[src/hw/rtl/jrc_pkg.sv]
// Shared constants and interface types for the journal record checksum block.
`timescale 1ns / 1ps

package jrc_pkg;

    localparam int unsigned CRC_WIDTH  = 32;
    localparam int unsigned BYTE_WIDTH = 8;
    localparam int unsigned BIN_WIDTH  = 32;
    localparam int unsigned DEC_DIGITS = 10;
    localparam int unsigned DIGIT_W    = 4;
    localparam int unsigned DIGIT_IDX_W = $clog2(DEC_DIGITS);
    localparam int unsigned BIT_CNT_W  = $clog2(BIN_WIDTH);

    localparam logic [CRC_WIDTH-1:0]  CRC_POLY    = 32'hEDB8_8320;
    localparam logic [CRC_WIDTH-1:0]  CRC_INIT    = 32'hFFFF_FFFF;
    localparam logic [BYTE_WIDTH-1:0] TEXT_LOW    = 8'd32;
    localparam logic [BYTE_WIDTH-1:0] TEXT_HIGH   = 8'd126;
    localparam logic [BYTE_WIDTH-1:0] ASCII_ZERO  = 8'h30;
    localparam logic [BYTE_WIDTH-1:0] ASCII_SPACE = 8'h20;

    typedef logic [DEC_DIGITS-1:0][DIGIT_W-1:0] bcd_t;

    typedef struct packed {
        logic                  init;
        logic                  start;
        logic [BYTE_WIDTH-1:0] data;
    } crc_ctrl_t;

    typedef struct packed {
        logic                 busy;
        logic                 done;
        logic [CRC_WIDTH-1:0] crc;
    } crc_stat_t;

    typedef struct packed {
        logic                 start;
        logic [BIN_WIDTH-1:0] value;
    } dec_ctrl_t;

    typedef struct packed {
        logic busy;
        logic done;
        bcd_t bcd;
    } dec_stat_t;

endpackage

[src/hw/rtl/jrc_crc_unit.sv]
// Bit-serial reflected CRC-32 engine that folds in one byte at a time, low bit first.
`timescale 1ns / 1ps

module jrc_crc_unit (
    input  logic               aclk,
    input  logic               aresetn,
    input  jrc_pkg::crc_ctrl_t ctrl,
    output jrc_pkg::crc_stat_t stat
);

    logic [jrc_pkg::CRC_WIDTH-1:0]  crc_reg, crc_next;
    logic [jrc_pkg::BYTE_WIDTH-1:0] sh_reg, sh_next;
    logic [2:0]                     cnt_reg, cnt_next;
    logic                           busy_reg, busy_next;
    logic                           fb;
    logic [jrc_pkg::CRC_WIDTH-1:0]  crc_shift;

    // The data bit is folded in at the point where it meets the CRC's low bit.
    assign fb        = crc_reg[0] ^ sh_reg[0];
    assign crc_shift = {1'b0, crc_reg[jrc_pkg::CRC_WIDTH-1:1]}
                       ^ (fb ? jrc_pkg::CRC_POLY : '0);

    always_comb begin
        crc_next  = crc_reg;
        sh_next   = sh_reg;
        cnt_next  = cnt_reg;
        busy_next = busy_reg;
        if (ctrl.init) begin
            crc_next  = jrc_pkg::CRC_INIT;
            busy_next = 1'b0;
        end else if (ctrl.start) begin
            sh_next   = ctrl.data;
            cnt_next  = '0;
            busy_next = 1'b1;
        end else if (busy_reg) begin
            crc_next = crc_shift;
            sh_next  = {1'b0, sh_reg[jrc_pkg::BYTE_WIDTH-1:1]};
            cnt_next = cnt_reg + 3'd1;
            if (&cnt_reg) begin
                busy_next = 1'b0;
            end
        end
    end

    always_ff @(posedge aclk) begin
        if (!aresetn) begin
            crc_reg  <= jrc_pkg::CRC_INIT;
            cnt_reg  <= '0;
            busy_reg <= 1'b0;
        end else begin
            crc_reg  <= crc_next;
            cnt_reg  <= cnt_next;
            busy_reg <= busy_next;
        end
    end

    always_ff @(posedge aclk) begin
        sh_reg <= sh_next;
    end

    assign stat.busy = busy_reg;
    assign stat.done = busy_reg & (&cnt_reg);
    assign stat.crc  = crc_reg;

endmodule

[src/hw/rtl/jrc_dec_unit.sv]
// Shift-and-add-three binary to decimal converter, one bit per cycle.
`timescale 1ns / 1ps

module jrc_dec_unit (
    input  logic               aclk,
    input  logic               aresetn,
    input  jrc_pkg::dec_ctrl_t ctrl,
    output jrc_pkg::dec_stat_t stat
);

    jrc_pkg::bcd_t                   bcd_reg, bcd_next, adj;
    logic [jrc_pkg::BIN_WIDTH-1:0]   bin_reg, bin_next;
    logic [jrc_pkg::BIT_CNT_W-1:0]   cnt_reg, cnt_next;
    logic                            busy_reg, busy_next;
    logic                            last_bit;

    assign last_bit = (cnt_reg == jrc_pkg::BIT_CNT_W'(jrc_pkg::BIN_WIDTH - 1));

    // Each digit that would overflow on doubling is corrected before the shift.
    always_comb begin
        for (int i = 0; i < jrc_pkg::DEC_DIGITS; i++) begin
            adj[i] = (bcd_reg[i] >= 4'd5) ? bcd_reg[i] + 4'd3 : bcd_reg[i];
        end
    end

    always_comb begin
        bcd_next  = bcd_reg;
        bin_next  = bin_reg;
        cnt_next  = cnt_reg;
        busy_next = busy_reg;
        if (ctrl.start) begin
            bcd_next  = '0;
            bin_next  = ctrl.value;
            cnt_next  = '0;
            busy_next = 1'b1;
        end else if (busy_reg) begin
            // The top digit of a 32-bit value never exceeds four, so its high bit is
            // always clear and drops out of the shift.
            bcd_next  = {adj[jrc_pkg::DEC_DIGITS-1][jrc_pkg::DIGIT_W-2:0],
                         adj[jrc_pkg::DEC_DIGITS-2:0],
                         bin_reg[jrc_pkg::BIN_WIDTH-1]};
            bin_next  = {bin_reg[jrc_pkg::BIN_WIDTH-2:0], 1'b0};
            cnt_next  = cnt_reg + 1'b1;
            if (last_bit) begin
                busy_next = 1'b0;
            end
        end
    end

    always_ff @(posedge aclk) begin
        if (!aresetn) begin
            cnt_reg  <= '0;
            busy_reg <= 1'b0;
        end else begin
            cnt_reg  <= cnt_next;
            busy_reg <= busy_next;
        end
    end

    always_ff @(posedge aclk) begin
        bcd_reg <= bcd_next;
        bin_reg <= bin_next;
    end

    assign stat.busy = busy_reg;
    assign stat.done = busy_reg & last_bit;
    assign stat.bcd  = bcd_reg;

endmodule

[src/hw/rtl/journal_record_crc.sv]
// Top level of the journal record checksum: sequencer, counters and result register.
`timescale 1ns / 1ps

// journal_record_crc computes a reflected CRC-32 over a record made of a decimal
// text prefix and a run of payload bytes. Transactions arrive on the s_ channel
// under valid/ready. A header transaction (s_op = 0) restarts the record: the
// session, sequence and job numbers are converted to decimal text, each number
// followed by a space, and that text is folded into a CRC that starts at all ones.
// Payload transactions (s_op = 1) each add one byte. The byte marked s_last
// produces one transaction on the m_ channel: the complemented CRC, the payload
// length (saturating at MAX_PAYLOAD) and a flag that is set when every byte was
// printable and the length lay within 1 to MAX_PAYLOAD.
// Every byte passes through a single bit-serial CRC unit, so the block takes no new
// transaction until the unit has folded in the last byte; a final byte is then
// registered as a result. A header is converted number by number to decimal and
// its digits and spaces are fed to the CRC unit, with leading zeros skipped, before
// the block returns to idle. s_ready is high only while idle.
// The result sits in an output register; a new transaction may be taken while it
// waits. If the receiver stalls, a further final byte holds the block, with s_ready
// low, until the receiver takes the first result.
// Synchronous reset returns the CRC to all ones, clears the count and the output valid flag.
module journal_record_crc #(
    parameter int unsigned MAX_PAYLOAD = 224
) (
    input  logic        aclk,
    input  logic        aresetn,
    input  logic        s_valid,
    output logic        s_ready,
    input  logic        s_op,
    input  logic [31:0] s_session,
    input  logic [31:0] s_seq_number,
    input  logic [31:0] s_job_id,
    input  logic [7:0]  s_data_byte,
    input  logic        s_last,
    output logic        m_valid,
    input  logic        m_ready,
    output logic [31:0] m_crc_value,
    output logic [7:0]  m_payload_length,
    output logic        m_text_ok
);

    typedef enum logic [5:0] {
        ST_IDLE = 6'b000001,
        ST_BCD  = 6'b000010,
        ST_PICK = 6'b000100,
        ST_FEED = 6'b001000,
        ST_PAY  = 6'b010000,
        ST_OUT  = 6'b100000
    } state_t;

    localparam logic [7:0] MAX_LEN = 8'(MAX_PAYLOAD);

    state_t state_reg, state_next;

    jrc_pkg::crc_ctrl_t crc_ctrl;
    jrc_pkg::crc_stat_t crc_stat;
    jrc_pkg::dec_ctrl_t dec_ctrl;
    jrc_pkg::dec_stat_t dec_stat;

    // Sequencer context for the decimal prefix.
    logic [31:0]                       seq_reg, seq_next;
    logic [31:0]                       job_reg, job_next;
    logic [1:0]                        word_reg, word_next;
    logic [jrc_pkg::DIGIT_IDX_W-1:0]   idx_reg, idx_next;
    logic                              started_reg, started_next;
    logic                              space_reg, space_next;

    // Record counters and the pending end-of-record mark.
    logic [7:0] count_reg, count_next;
    logic       flag_reg, flag_next;
    logic       last_reg, last_next;

    // Output register.
    logic        out_valid_reg, out_valid_next;
    logic [31:0] out_crc_reg, out_crc_next;
    logic [7:0]  out_len_reg, out_len_next;
    logic        out_ok_reg, out_ok_next;

    logic       s_fire;
    logic       byte_printable;
    logic [3:0] cur_digit;

    assign s_ready        = (state_reg == ST_IDLE);
    assign s_fire         = s_valid & s_ready;
    assign byte_printable = (s_data_byte >= jrc_pkg::TEXT_LOW)
                            && (s_data_byte <= jrc_pkg::TEXT_HIGH);
    assign cur_digit      = dec_stat.bcd[idx_reg];

    always_comb begin
        state_next     = state_reg;
        seq_next       = seq_reg;
        job_next       = job_reg;
        word_next      = word_reg;
        idx_next       = idx_reg;
        started_next   = started_reg;
        space_next     = space_reg;
        count_next     = count_reg;
        flag_next      = flag_reg;
        last_next      = last_reg;
        out_valid_next = out_valid_reg;
        out_crc_next   = out_crc_reg;
        out_len_next   = out_len_reg;
        out_ok_next    = out_ok_reg;

        crc_ctrl.init  = 1'b0;
        crc_ctrl.start = 1'b0;
        crc_ctrl.data  = s_data_byte;
        dec_ctrl.start = 1'b0;
        dec_ctrl.value = s_session;

        // The receiver taking the held result frees the output register.
        if (out_valid_reg && m_ready) begin
            out_valid_next = 1'b0;
        end

        unique case (state_reg)
            ST_IDLE: begin
                if (s_fire) begin
                    if (!s_op) begin
                        // A header abandons any open record and begins a new one.
                        crc_ctrl.init  = 1'b1;
                        dec_ctrl.start = 1'b1;
                        dec_ctrl.value = s_session;
                        seq_next       = s_seq_number;
                        job_next       = s_job_id;
                        word_next      = 2'd0;
                        count_next     = '0;
                        flag_next      = 1'b1;
                        state_next     = ST_BCD;
                    end else begin
                        crc_ctrl.start = 1'b1;
                        crc_ctrl.data  = s_data_byte;
                        last_next      = s_last;
                        flag_next      = flag_reg & byte_printable & (count_reg < MAX_LEN);
                        count_next     = (count_reg >= MAX_LEN) ? MAX_LEN : count_reg + 8'd1;
                        state_next     = ST_PAY;
                    end
                end
            end
            ST_BCD: begin
                if (dec_stat.done) begin
                    idx_next     = jrc_pkg::DIGIT_IDX_W'(jrc_pkg::DEC_DIGITS - 1);
                    started_next = 1'b0;
                    space_next   = 1'b0;
                    state_next   = ST_PICK;
                end
            end
            ST_PICK: begin
                if (space_reg) begin
                    crc_ctrl.start = 1'b1;
                    crc_ctrl.data  = jrc_pkg::ASCII_SPACE;
                    state_next     = ST_FEED;
                end else if (!started_reg && (cur_digit == 4'd0) && (idx_reg != '0)) begin
                    // Leading zero: skipped, but a lone zero is still sent.
                    idx_next = idx_reg - 1'b1;
                end else begin
                    crc_ctrl.start = 1'b1;
                    crc_ctrl.data  = jrc_pkg::ASCII_ZERO | {4'd0, cur_digit};
                    started_next   = 1'b1;
                    state_next     = ST_FEED;
                end
            end
            ST_FEED: begin
                if (crc_stat.done) begin
                    if (space_reg) begin
                        if (word_reg == 2'd2) begin
                            state_next = ST_IDLE;
                        end else begin
                            word_next      = word_reg + 2'd1;
                            dec_ctrl.start = 1'b1;
                            dec_ctrl.value = (word_reg == 2'd0) ? seq_reg : job_reg;
                            state_next     = ST_BCD;
                        end
                    end else begin
                        if (idx_reg == '0) begin
                            space_next = 1'b1;
                        end else begin
                            idx_next = idx_reg - 1'b1;
                        end
                        state_next = ST_PICK;
                    end
                end
            end
            ST_PAY: begin
                if (crc_stat.done) begin
                    state_next = last_reg ? ST_OUT : ST_IDLE;
                end
            end
            ST_OUT: begin
                // Wait here only while an earlier result is still unclaimed.
                if (!out_valid_reg || m_ready) begin
                    out_valid_next = 1'b1;
                    out_crc_next   = ~crc_stat.crc;
                    out_len_next   = count_reg;
                    out_ok_next    = flag_reg && (count_reg != 8'd0) && (count_reg <= MAX_LEN);
                    crc_ctrl.init  = 1'b1;
                    count_next     = '0;
                    flag_next      = 1'b1;
                    state_next     = ST_IDLE;
                end
            end
            default: begin
                state_next = ST_IDLE;
            end
        endcase
    end

    always_ff @(posedge aclk) begin
        if (!aresetn) begin
            state_reg     <= ST_IDLE;
            word_reg      <= '0;
            idx_reg       <= '0;
            started_reg   <= 1'b0;
            space_reg     <= 1'b0;
            count_reg     <= '0;
            flag_reg      <= 1'b1;
            last_reg      <= 1'b0;
            out_valid_reg <= 1'b0;
        end else begin
            state_reg     <= state_next;
            word_reg      <= word_next;
            idx_reg       <= idx_next;
            started_reg   <= started_next;
            space_reg     <= space_next;
            count_reg     <= count_next;
            flag_reg      <= flag_next;
            last_reg      <= last_next;
            out_valid_reg <= out_valid_next;
        end
    end

    always_ff @(posedge aclk) begin
        seq_reg     <= seq_next;
        job_reg     <= job_next;
        out_crc_reg <= out_crc_next;
        out_len_reg <= out_len_next;
        out_ok_reg  <= out_ok_next;
    end

    jrc_crc_unit u_crc (
        .aclk    (aclk),
        .aresetn (aresetn),
        .ctrl    (crc_ctrl),
        .stat    (crc_stat)
    );

    jrc_dec_unit u_dec (
        .aclk    (aclk),
        .aresetn (aresetn),
        .ctrl    (dec_ctrl),
        .stat    (dec_stat)
    );

    assign m_valid          = out_valid_reg;
    assign m_crc_value      = out_crc_reg;
    assign m_payload_length = out_len_reg;
    assign m_text_ok        = out_ok_reg;

`ifndef SYNTHESIS
    // A new byte must never be loaded into the CRC unit while it is still shifting.
    a_crc_start_idle: assert property (@(posedge aclk) disable iff (!aresetn)
        crc_ctrl.start |-> !crc_stat.busy)
        else $error("CRC unit started while busy");

    // The converter only finishes while the sequencer waits for it.
    a_dec_done_state: assert property (@(posedge aclk) disable iff (!aresetn)
        dec_stat.done |-> (state_reg == ST_BCD))
        else $error("decimal conversion finished outside its wait state");

    // A result flagged as valid text always carries a length within range.
    a_ok_len: assert property (@(posedge aclk) disable iff (!aresetn)
        (m_valid && m_text_ok) |-> ((m_payload_length != 8'd0)
                                    && (m_payload_length <= MAX_LEN)))
        else $error("text flag set with an out-of-range length");

    // The block is never ready for input while a byte is still in the CRC unit or a conversion is running.
    a_ready_quiet: assert property (@(posedge aclk) disable iff (!aresetn)
        s_ready |-> (!crc_stat.busy && !dec_stat.busy))
        else $error("input accepted while a unit is busy");
`endif

endmodule
[config.mk]
export PLATFORM = sky130hd
export DESIGN_NAME = journal_record_crc
export DESIGN_NICKNAME = d
export VERILOG_FILES = /design/src/hw/rtl/jrc_pkg.sv /design/src/hw/rtl/jrc_crc_unit.sv /design/src/hw/rtl/jrc_dec_unit.sv /design/src/hw/rtl/journal_record_crc.sv
export SDC_FILE = /design/constraint.sdc
export NUM_CORES = 1
export LEC_CHECK = 0
export BUFFER_PORTS_ARGS = -buffer_cell sky130_fd_sc_hd__buf_2
export CAP_MARGIN = 15
export CORE_MARGIN = 5
export CORE_UTILIZATION = 52
export CTS_CLUSTER_DIAMETER = 120
export CTS_CLUSTER_SIZE = 10
export DETAILED_ROUTE_END_ITERATION = 12
export PLACE_DENSITY = 0.76
export SLEW_MARGIN = 20
export SYNTH_ARGS = -nofsm -noshare
export SYNTH_HDL_FRONTEND = slang
export SYNTH_SLANG_ARGS = --single-unit
[constraint.sdc]
create_clock -name aclk -period 3.84 [get_ports aclk]
set_input_delay 0.384 -clock aclk [delete_from_list [all_inputs] [get_ports aclk]]
set_output_delay 0.384 -clock aclk [all_outputs]
set_load 0.005 [all_outputs]
==> summary.md <==
| Metric | Value |
|---|---|
| Sw Share | 0.2598 |
| Syn nets | roughly 1200 |
| Internal | around 5 mW |
| Max FO, Critical Path | 32 |
| IO Port Bufs | 152 |
| DRC Markers | 0 |
| Leak pwr | around 5.2 nW |
| Final Hold Violating Endpoints | 0 |
| TritonCTS clock tree | done |
| Starting Density | 0.5235 |
| Vias post-DR | 8105 |
| Worst slew margin | 0.4395 |
| Total Neg Setup Slack | 0 ns |
| Post-synthesis sequential area ratio | 0.5721 |
| Crit path launch type | flop |
| Syn. warnings | 0 |
| Max Root-Sink Buffers | 3 |
| H-tree depth | 1 |
| Syn avg cell area | ~11 um^2 |
| Data arrival, critical path | around 3.5 ns |
| Post-detail-place hpwl | approximately 16 mm |
| Die H | 157.8 um |
| #FFs+latches synth | 252 |
| Cell count after placement | between 1000 and 1500 |
| CP peak stage delay | roughly 0.58 ns |
| Slew @ Worst Pin | 0.8399 ns |
| Clock share of power | 0.357 |
| Routed Antenna Nets | 0 |
| Max frequency | around 0.33 GHz |
| Outcome | completed |
| Hold Path Class | in2reg |
| Net Sw Power | about 1.8 mW |
| Global Route Usage Sum | 0.1796 |
| Unrepaired setup endpoints after global routing | no |
| Routed WL | between 20 and 25 mm |
| Worst-path clk slew | around 0.06 ns |
| Number of flops mapped to enable cells by yosys | 145 |
| Crit path kind | reg2reg |
| Slew Limit Fails | 0 |
| Core Box Area | approximately 22000 um^2 |
| Top FF cell, synth | edfxtp_1 |
| Total power per unit cell area | between 500 and 600 nW/um^2 |
| Combinational Power Share | 0.151 |
| Endpoints failing setup | 0 |
| Layout Cells excl Fill | 1520 |
| Data required, critical path | 4.28 ns |
| CP Capture Type | flop |
| Flop pwr share | 0.492 |
| Max-cap check violation count | 0 |
| DR WL/cell | around 15 um |
| Nets@finish | 1355 |
| DP Area | around 12000 um^2 |
| FFs w/ async S/R, synth | 0 |
| Mapped Cells | about 1100 |
| CP max-delay cell | dfxtp_1 |
| Die extent in x | 157.8 um |
| Post-CTS setup repair buffer count | 0 |
| Fin Clk Skew | 0.02239 ns |
| Max IR drop VDD | roughly 0.00039 V |
| Row count | 54 |
| Max reg flops | 40 |
| FILL cells | approximately 1800 |
| GRT Residual Overflow | 0 |
| Num Clock Sinks | between 200 and 300 |
| # IOs | about 150 |
| Final GP Congestion | just over 0.8 |
| Final Instance Area | ~13000 um^2 |
| Pre-antenna DRT Iters | 5 |
| Final period utilization | 0.7860 |
| Power, Total | just under 7 mW |
| Post-cts repair resize count | 0 |
| Crit path cell chain | mux4_2, a2bb2oi_1, a22oi_1, nand2_2, o31ai_4, nand3_4, mux2i_1 |
| Vias per inst | 5.332 |
| Commonest non-fill, non-tap cell in the layout | buf_2 |
| Mapped Area | roughly 11000 um^2 |
| Die Footprint | between 20000 and 25000 um^2 |
| Pin count of the biggest net entering global routing | 53 |
| Layout cells sized above 1 | 0.1729 |
| Global-route wire length before repair | around 37 mm |
| Worst-Skew Late Latency | 0.53 ns |
| Root Buffer | clkbuf_16 |
| Total CTS buffers | 29 |
| Vias in the first global route | between 7000 and 8000 |
| Cell variety after synth | just over 60 |
| Crit path time final | around 3.0 ns |
| Area Overhead vs Synth | 15.97% |
| # hold bufs at CTS | 0 |
| Most frequent cells in the layout | buf_2, edfxtp_1, nor2_1, nand2_1, dfxtp_1 |
| Initial antenna violation count | 2 |
| DRT iter0 DRCs | about 380 |
## cell families (layout without fill, tap and decap cells)
logic type,after synthesis,in the layout,share of synthesized area
buffers and inverters,118,283,0.04198
AOI/OAI and AO/OA,208,208,0.1147
muxes,67,67,0.06259
DFF,252,252,0.5721
other,0,2,0
and+or+nand+nor,362,362,0.1481
xor gates and xnor gates,37,37,0.02854
adders and majority gates,29,29,0.03196
## worst max-delay path, delay by kind of cell (launching register included)
family           cells  cell delay [ns]
multiplexers         2             0.92
AND/OR/NAND/NOR      2             0.65
flip-flops           1             0.58
AO/OA/AOI/OAI        3             0.76
## routing by layer
layer	routed length [um]	vias up	GRT usage	share of wire
li1	-	4077	-	-
met1	10090	3771	0.2427	0.45
met2	10390	218	0.2963	0.46
met3	1639	37	0.04101	0.073
met4	455	2	0.04383	0.020
met5	13	-	0	0.00058
## power by group through the flow
stage          sequential (mW)  combinational (mW)  clock (mW)
2_1_floorplan             3.35               0.788           0
3_5_place_dp              3.39                1.03           0
5_1_grt                   3.36                1.15        2.59
6_report                  3.33                1.02        2.42
3_3_place_gp              3.38                1.00           0
4_1_cts                   3.34                1.03        2.47
## cells in the mapped netlist (12+ instances only)
library cell	n	area (um^2)
a21oi_1	58	290.3
a211oi_1	31	232.7
inv_1	63	236.5
a31oi_1	37	231.5
nor3_1	14	70.07
nand2_1	118	442.9
mux2i_1	62	620.6
xnor2_1	25	219.0
nor2_1	118	442.9
nand3_1	22	110.1
xor2_1	12	105.1
nor2b_1	34	212.7
clkbuf_1	41	153.9
dfxtp_1	107	2142
ha_1	29	362.9
edfxtp_1	145	4354
nand2b_1	17	106.4
o21ai_0	44	220.2
## cell type report
cell class,instances,area [um^2],share of cell area
Sequential cell,252,6496,0.4933
Multi-Input combinational cell,703,4392,0.3335
Timing Repair Buffer,165,858.3,0.06518
Clock buffer,52,812.0,0.06167
Tap cell,280,350.3,0.02661
Inverter,65,245.2,0.01862
Clock inverter,1,8.758,0.0006651
Antenna cell,2,5.005,0.0003801
## per-stage QoR
step / hold slack [ns] / util / setup slack [ns]
2_1_floorplan: 0.4280 / - / 0.2469
3_3_place_gp: 0.4336 / 0.5691 / 0.9514
5_1_grt: 0.01045 / 0.6069 / 0.5855
4_1_cts: 0.01084 / 0.6069 / 0.7864
6_report: 0.02768 / 0.6071 / 0.8216
3_5_place_dp: 0.4351 / 0.5691 / 0.8491
## path summary, 6_finish.rpt
check / from / to / slack (ns) / cells after the start
setup / recovery: idx_reg[0] / u_crc.crc_reg[6] / 0.82 / 7
hold / removal: s_job_id[9] / job_reg[9] / 0.03 / 1
setup reg to reg: idx_reg[0] / u_crc.crc_reg[6] / 0.82 / 7
hold reg to reg: u_crc.crc_reg[14] / m_crc_value[14] / 0.45 / 1
Note: power is estimated with default switching activity, not from simulation.
